===== config.mk =====
export PLATFORM = sky130hd
export DESIGN_NAME = tcw_ctrl
export DESIGN_NICKNAME = d
export VERILOG_FILES = /design/src/design/tcw_pkg.sv /design/src/design/tcw_ctrl.sv
export SDC_FILE = /design/constraint.sdc
export NUM_CORES = 1
export LEC_CHECK = 0
export BUFFER_PORTS_ARGS = -buffer_cell sky130_fd_sc_hd__buf_4
export CAP_MARGIN = 20
export CORE_AREA = 2 2 39 41
export CTS_CLUSTER_DIAMETER = 50
export DETAILED_ROUTE_END_ITERATION = 16
export DIE_AREA = 0 0 41 43
export GPL_ROUTABILITY_DRIVEN = 0
export PLACE_DENSITY = 0.58
export SLEW_MARGIN = 10
export SYNTH_ARGS = -nofsm -noshare
export SYNTH_HDL_FRONTEND = slang
export SYNTH_SLANG_ARGS = --single-unit
export TNS_END_PERCENT = 1

===== constraint.sdc =====
create_clock -name clk -period 1.52 [get_ports clk]
set_clock_uncertainty 0.1 [all_clocks]
set_input_delay 0.076 -clock clk [delete_from_list [all_inputs] [get_ports clk]]
set_output_delay 0.076 -clock clk [all_outputs]
set_load 0.02 [all_outputs]

===== src/design/tcw_pkg.sv =====
package tcw_pkg;

  localparam int COLUMNS_DEFAULT = 80;
  localparam int ROWS_DEFAULT    = 25;

  // field widths fixed by the interface
  localparam int CHAR_W  = 8;
  localparam int INDEX_W = 11;
  localparam int CELL_W  = 16;
  localparam int ATTR_W  = 8;

  // wide enough for row * columns + column at the largest screen
  localparam int LIN_W  = 13;
  // column arithmetic, holds the last column plus a tab step
  localparam int CALC_W = 8;

  localparam logic [ATTR_W-1:0] ATTR_RESET = 8'h0f;

  localparam logic [CHAR_W-1:0] CH_BS    = 8'h08;
  localparam logic [CHAR_W-1:0] CH_TAB   = 8'h09;
  localparam logic [CHAR_W-1:0] CH_LF    = 8'h0a;
  localparam logic [CHAR_W-1:0] CH_CR    = 8'h0d;
  localparam logic [CHAR_W-1:0] CH_SPACE = 8'h20;

  localparam logic CMD_PUT  = 1'b0;
  localparam logic CMD_READ = 1'b1;

  typedef struct packed {
    logic capture;
    logic clear_step;
    logic put;
    logic read;
    logic scroll_step;
    logic cnt_clr;
    logic load_out;
  } tcw_cmd_t;

  typedef struct packed {
    logic cmd_in;
    logic need_scroll;
    logic clear_end;
    logic scroll_end;
  } tcw_stat_t;

endpackage


===== src/design/tcw_ctrl.sv =====
module tcw_ctrl (
  input  logic               clk,
  input  logic               rst,
  input  logic               in_valid,
  output logic               in_stall,
  output logic               out_valid,
  input  logic               out_stall,
  input  tcw_pkg::tcw_stat_t st,
  output tcw_pkg::tcw_cmd_t  cmd
);

  localparam logic [2:0] ST_CLEAR  = 3'd0;
  localparam logic [2:0] ST_IDLE   = 3'd1;
  localparam logic [2:0] ST_PUT    = 3'd2;
  localparam logic [2:0] ST_READ   = 3'd3;
  localparam logic [2:0] ST_SCROLL = 3'd4;
  localparam logic [2:0] ST_DONE   = 3'd5;

  logic [2:0] state;
  logic [2:0] state_next;
  logic       out_valid_next;

  always_comb begin
    state_next     = state;
    cmd            = '0;
    out_valid_next = out_valid && out_stall;
    case (state)
      ST_CLEAR: begin
        cmd.clear_step = 1'b1;
        if (st.clear_end) state_next = ST_IDLE;
      end
      ST_IDLE: begin
        if (in_valid) begin
          cmd.capture = 1'b1;
          state_next  = (st.cmd_in == tcw_pkg::CMD_READ) ? ST_READ : ST_PUT;
        end
      end
      ST_READ: begin
        cmd.read   = 1'b1;
        state_next = ST_DONE;
      end
      ST_PUT: begin
        cmd.put = 1'b1;
        if (st.need_scroll) begin
          cmd.cnt_clr = 1'b1;
          state_next  = ST_SCROLL;
        end else begin
          state_next = ST_DONE;
        end
      end
      ST_SCROLL: begin
        cmd.scroll_step = 1'b1;
        if (st.scroll_end) state_next = ST_DONE;
      end
      ST_DONE: begin
        // the output register is free or is being emptied by this transfer
        if (!out_valid || !out_stall) begin
          cmd.load_out   = 1'b1;
          out_valid_next = 1'b1;
          state_next     = ST_IDLE;
        end
      end
      default: state_next = ST_CLEAR;
    endcase
  end

  always_ff @(posedge clk) begin
    if (rst) begin
      state     <= ST_CLEAR;
      out_valid <= 1'b0;
    end else begin
      state     <= state_next;
      out_valid <= out_valid_next;
    end
  end

  assign in_stall = (state != ST_IDLE);

  a_scroll_follows: assert property (@(posedge clk) disable iff (rst)
    (state == ST_PUT && st.need_scroll) |=> (state == ST_SCROLL))
    else $error("scroll not started after wrap past last row");

  a_no_overwrite: assert property (@(posedge clk) disable iff (rst)
    cmd.load_out |-> !(out_valid && out_stall))
    else $error("result loaded over a stalled result");

  a_scroll_end: assert property (@(posedge clk) disable iff (rst)
    (state == ST_SCROLL && st.scroll_end) |=>
      (state == ST_DONE && out_valid == $past(out_valid && out_stall)))
    else $error("scroll did not finish into result stage");

  a_accept_leaves_idle: assert property (@(posedge clk) disable iff (rst)
    (state == ST_IDLE && in_valid) |=> (state == ST_PUT || state == ST_READ))
    else $error("accepted transfer not executed");

endmodule


==> summary.md, run 1 <==
| Metric | Value |
|---|---|
| Vias in the first global route | `303` |
| Post-synth ARST share | `0` |
| Share of cells above drive strength 1 | `0.5574` |
| Hold path start | `out_stall` |
| Slew of the pin with the lowest slew margin | `0.3652 ns` |
| Die Ht | `43 um` |
| Clk Latency, worst-skew pair | `0.23 ns` |
| H-tree levels | `1` |
| Layout overhead on the synthesized area | `80.95%` |
| Largest net degree at the start of global routing | `10` |
| # nets final | `71` |
| Routed len/inst | `11.25 um` |
| Detail Placement HPWL | `582 um` |
| Finish-stage setup viols | `0` |
| Post-synthesis sequential area ratio | `0.2771` |
| Yosys top cell area share | `0.2771` |
| CTS tree | `built` |
| RSZ-0062 raised after global routing | `yes` |
| CTS clk-pin slew, worst paths | `0.04 ns` |
| Vias post-DR | `361` |
| Status | `complete, no violations` |
| First-pass GRT wire length | `1262 um` |
| Leak | `0.2422 nW` |
| Busiest grt layer | `met2` |
| Setup slack, reg-to-reg | `0.13 ns` |
| Detailed Route Iter0 Violations | `11` |
| CTS Buffer Depth | `2` |
| Worst R2R End | `state[0]` |
| Synth top cells by count | `nor2_1, dfxtp_1, a21oi_1` |
| Yosys reg bits | `4` |
| Initial antenna violation count | `0` |
| Core area | `1384 sq um` |
| Worst Path Required | `1.34 ns` |
| Detail Route Antenna Nets | `0` |
| Final hold violations | `0` |
| Cts bufs inserted | `3` |
| Die area | `1763 sq um` |
| Grt met3 use | `0.01571` |
| CP Capture Type | `output port` |
| Crit path max fanout | `4` |
| Post-synth EDFFs | `0` |
| Cells after DPL | `67` |
| Netlist Area Pre-Place | `289.0 sq um` |
| Mean Syn Cell Area | `8.029 sq um` |
| Cells after synthesis | `36` |
| Vias/cell | `4.688` |
| # Max-Cap Violations | `0` |
| Met1 usage | `0.1378` |
| Period utilization | `0.9847` |
| DR pass1 iterations | `4` |
| DIE WIDTH | `41 um` |
| Worst r2r src | `state[2]` |
| PwrDens | `801.8 nW/um^2` |
| Syn Nets | `44` |
| M2 GR Usage | `0.1500` |
| Largest area contributor in the netlist | `dfxtp_1` |
| Routed WL | `866 um` |
| Total power | `0.4194 mW` |
| Cell Count, Final, Fillers Out | `77` |
| Startpoint Class | `flop` |
| Clk sinks | `4` |
| Primary FF master, synth | `dfxtp_1` |
| Top post-synthesis cells by area | `dfxtp_1, nor2_1, mux2i_1` |
| Initial core utilization | `0.2089` |
| FMAX | `0.6681 GHz` |
| Min-Delay Path Class | `in -> reg` |
| Global Route Usage Sum | `0.1063` |
| Final Critical Period | `1.497 ns` |
| Arr. time, crit path | `1.32 ns` |
| Buffers on Ports | `16` |
| Row count | `14` |
| CTS root buffer | `clkbuf_4` |
| Num ports | `17` |
| Kind of critical path | `reg -> out` |
| ANT cells | `0` |
| Warnings from Yosys | `0` |
| VDD IR max | `0.3609 mV` |
| Hold Crit Endpoint | `out_valid` |
| Post-route DRC | `0` |
| Grt ovf | `0` |
| Max-slew violations | `0` |
| Most common cell in the netlist | `nor2_1` |
| Relative slew slack | `0.7531` |
| Reg2Reg Depth | `5` |
| Hold depth | `3` |
| Count of cell types in the netlist | `22` |
## stage by stage
stage	setup TNS, ns	setup slack (ns)	utilization	hold WS, ns	instance area (sq um)
2_1_floorplan	0	0.1157	-	0.04507	289.0
3_3_place_gp	0	0.1683	0.3056	0.1972	422.9
3_5_place_dp	0	0.1461	0.3056	0.2009	422.9
4_1_cts	0	0.0007875	0.3309	0.02717	457.9
5_1_grt	-0.01763	-0.01763	0.3779	0.06324	523.0
6_report	0	0.02328	0.3779	0.03735	523.0
## worst max-delay path: stages (launching register included)
cell     delay (ns)
dfxtp_4        0.35
buf_6          0.12
or3_4          0.38
nor2_4         0.11
buf_6          0.11
## placed cells by master (no fill, tap or decap), types with 2 or more instances in the layout
| cell type | count |
|---|---|
| a21oi_1 | 3 |
| buf_4 | 22 |
| buf_6 | 2 |
| clkbuf_4 | 3 |
| dfxtp_1 | 2 |
| dfxtp_4 | 2 |
| mux2i_1 | 2 |
| nand2_1 | 2 |
| nand3b_1 | 2 |
| nor2_1 | 5 |
## layout make-up
cell class | instances | area (sq um)
Fill cell | 157 | 860.8
Timing Repair Buffer | 25 | 197.7
Multi-Input combinational cell | 27 | 187.7
Sequential cell | 4 | 87.58
Clock buffer | 3 | 22.52
Tap cell | 16 | 20.02
Inverter | 2 | 7.507
## sequential cells by signal (all words and copies together), names as in the netlist
signal / flops
state: 3
out_valid: 1
## repair_timing
action                     in CTS  in global routing
setup endpoints to repair       2                  1
hold buffers                    1                  0
pin swaps                       0                  2
setup buffers                   0                  6
hold endpoints to repair        3                  0
resized for setup               2                  6
## layer usage
layer  part of all wire  vias up  wire (um)
li1                   -      176          -
met1               0.40      173        350
met5                  0        -          0
met3              0.048        0         42
met4                  0        0          0
met2               0.55       12        473
## how the worst max path moves through the flow
stage	from	cells after the start	to
2_1_floorplan	state[2]	4	cmd[1]
3_3_place_gp	state[0]	4	cmd[6]
3_5_place_dp	state[0]	4	state[0]
4_1_cts	state[0]	4	cmd[6]
5_1_grt	state[2]	4	cmd[6]
6_report	state[2]	4	cmd[6]
## kinds of logic (layout without fill, tap and decap cells)
logic type | after synthesis | after routing | synth area share
AO/OA/AOI/OAI | 7 | 7 | 0.1601
multiplexers | 2 | 2 | 0.06927
flip-flops | 4 | 4 | 0.2771
buffers and inverters | 5 | 30 | 0.09954
AND/OR/NAND/NOR | 18 | 18 | 0.3939
## power breakdown
group          switching, mW  internal, mW
Clock                 0.0457        0.0885
Sequential            0.0161         0.115
Combinational         0.0734        0.0811
(Power assumes the default switching activity.)
==> run 2, diff against run 1 <==
--- a/config.mk
+++ b/config.mk
@@ -13,6 +13,7 @@
 export DIE_AREA = 0 0 41 43
 export GPL_ROUTABILITY_DRIVEN = 0
 export PLACE_DENSITY = 0.58
+export SETUP_SLACK_MARGIN = 0.1
 export SLEW_MARGIN = 10
 export SYNTH_ARGS = -nofsm -noshare
 export SYNTH_HDL_FRONTEND = slang
==> run 2 against run 1 <==
Register-to-register slack better by 0.02 ns. Combinational power is 14% higher. Clock power up 7%. Highest routed layer is now met4.
==> summary.md, run 2 (synthesized netlist as in run 1, its figures left out) <==
| Metric | Value |
|---|---|
| Grt ovf | `0 (unchanged)` |
| Hold path start | `out_stall (unchanged)` |
| Core area | `1384 sq um (unchanged)` |
| Final hold violations | `0 (unchanged)` |
| CTS Buffer Depth | `2 (unchanged)` |
| Largest net degree at the start of global routing | `9 (was 10)` |
| RSZ-0062 raised after global routing | `yes (unchanged)` |
| Routed WL | `860 um (was 866 um)` |
| Commonest non-fill, non-tap cell in the layout | `buf_4 (unchanged)` |
| Detail Placement HPWL | `582 um (unchanged)` |
| Crit path max fanout | `4 (unchanged)` |
| Num ports | `17 (unchanged)` |
| Share of cells above drive strength 1 | `0.5738 (was 0.5574)` |
| Period utilization | `0.9717 (was 0.9847)` |
| PwrDens | `808.9 nW/um^2 (was 801.8 nW/um^2)` |
| Buffers on Ports | `16 (unchanged)` |
| Layout overhead on the synthesized area | `87.45% (was 80.95%)` |
| Post-layout util | `0.3915 (was 0.3779)` |
| Detailed Route Iter0 Violations | `10 (was 11)` |
| Crit path top cell by count | `buf_6 (unchanged)` |
| Cells after DPL | `67 (unchanged)` |
| Vias post-DR | `357 (was 361)` |
| Row count | `14 (unchanged)` |
| Met2 wire len | `442 um (was 473 um)` |
| H-tree levels | `1 (unchanged)` |
| Slew of the pin with the lowest slew margin | `0.3557 ns (was 0.3652 ns)` |
| Clk Latency, worst-skew pair | `0.24 ns (was 0.23 ns)` |
| CTS clk-pin slew, worst paths | `0.04 ns (about the same)` |
| Most flop-heavy register | `state (unchanged)` |
| Startpoint Class | `flop (unchanged)` |
| Finish-stage setup viols | `0 (unchanged)` |
| Pre-CTS setup slack | `0.1461 ns (unchanged)` |
| # nets final | `71 (unchanged)` |
| Worst Path Required | `1.34 ns (about the same)` |
| Metal3 WL | `25 um (was 42 um)` |
| Min-Delay Path Class | `in -> reg (unchanged)` |
| Cts bufs inserted | `3 (unchanged)` |
| Met1 wire length | `369 um (was 350 um)` |
| Arr. time, crit path | `1.30 ns (was 1.32 ns)` |
| Relative slew slack | `0.7622 (was 0.7531)` |
| Leak | `0.2458 nW (was 0.2422 nW)` |
| Die area | `1763 sq um (unchanged)` |
| CP Capture Type | `output port (unchanged)` |
| Number of flip-flops under the largest register name | `3 (unchanged)` |
| Most frequent cells in the layout | `buf_4, nor2_1, a21oi_1, clkbuf_4 (unchanged)` |
| Cell Count, Final, Fillers Out | `77 (unchanged)` |
| Max-slew violations | `0 (unchanged)` |
| Vias/cell | `4.636 (was 4.688)` |
| Kind of critical path | `reg -> out (unchanged)` |
| Setup_tns | `0 ns (unchanged)` |
| Initial antenna violation count | `0 (unchanged)` |
| DIE WIDTH | `41 um (unchanged)` |
| Post-route DRC | `0 (unchanged)` |
| DR pass1 iterations | `4 (unchanged)` |
| CP peak stage delay | `0.38 ns (about the same)` |
| First-pass GRT wire length | `1338 um (was 1262 um)` |
| Global Route Usage Sum | `0.1133 (was 0.1063)` |
| Crit path from | `state[2] (unchanged)` |
| Final WS setup | `0.04296 ns (was 0.02328 ns)` |
| Routed len/inst | `11.17 um (was 11.25 um)` |
| VDD IR max | `0.3047 mV (was 0.3609 mV)` |
| Crit path max-delay cell type | `or3_4 (unchanged)` |
| Cells along the critical path | `buf_6, or3_4, nor2_4, buf_6 (unchanged)` |
| CTS tree | `built (unchanged)` |
| ANT cells | `0 (unchanged)` |
| Status | `complete, no violations (unchanged)` |
| DR top layer | `met4 (was met3)` |
| Number of fill cells | `154 (was 157)` |
| Vias in the first global route | `324 (was 303)` |
| FMAX | `0.6770 GHz (was 0.6681 GHz)` |
| Die Ht | `43 um (unchanged)` |
| CTS root buffer | `clkbuf_4 (unchanged)` |
| Largest registers | `state: 3 flops, out_valid: 1 flops (unchanged)` |
| # Max-Cap Violations | `0 (unchanged)` |
| Worst r2r src | `state[0] (was state[2])` |
| Final Critical Period | `1.477 ns (was 1.497 ns)` |
| Detail Route Antenna Nets | `0 (unchanged)` |
| Initial core utilization | `0.2089 (unchanged)` |
| Clk sinks | `4 (unchanged)` |
## run 2: cell types whose count changed in the layout (fill, tap and decap cells not counted)
cell       previous run  this run
nor4b_1               1         0
nor4b_2               1         2
a2111oi_2             1         0
a2111oi_4             0         1
## run 2: where the power goes
part / internal, mW / total [mW] / switching, mW / leakage [nW]
Clock: 0.0890 / 0.143 / 0.0538 / 0.0138
Sequential: 0.114 / 0.120 / 0.00629 / 0.0339
Combinational: 0.0893 / 0.175 / 0.0858 / 0.198
## run 2: worst paths after layout
kind                to  slack (ns)  cells after the start
min reg2reg   state[1]        0.40                      2
max reg2reg   state[0]        0.15                      5
min          out_valid        0.02                      3
max             cmd[6]        0.04                      4
## run 2: what timing repair did
item / in CTS / in global routing
hold buffers: 1 / 0
resized for setup: 5 / 5
endpoints found under the hold margin: 3 / 0
endpoints found under the setup margin: 4 / 5
pin swaps: 1 / 3
buffers inserted: 3 / 3
## run 2: per-layer routing
layer,global-route usage,up-vias
met5,0,-
met3,0.01571,2
met2,0.1625,8
met1,0.1474,170
met4,0.08000,0
li1,-,177
## run 2: layout make-up
class                   instances  area, sq um  area share
multi-input cells              27        206.4      0.3811
repair buffers                 25        197.7      0.3649
flip-flops and latches          4        87.58      0.1617
clock buffers                   3        22.52     0.04157
well taps                      16        20.02     0.03695
inverters                       2        7.507     0.01386
## run 2: stage by stage
| stage | hold slack, ns | total power, mW | cell area [sq um] |
|---|---|---|---|
| 5_1_grt | 0.06232 | 0.4599 | 541.8 |
| 6_report | 0.02453 | 0.4382 | 541.8 |
| 3_3_place_gp | 0.1972 | 0.2573 | 422.9 |
| 4_1_cts | 0.02717 | 0.4125 | 489.2 |
| 2_1_floorplan | 0.04507 | 0.2156 | 289.0 |
| 3_5_place_dp | 0.2009 | 0.2590 | 422.9 |
## run 2: critical path: cells and delay by family, from the launching register on
kind	cells	cell delay [ns]
buffers and inverters	2	0.24
DFF	1	0.35
and+or+nand+nor	2	0.47
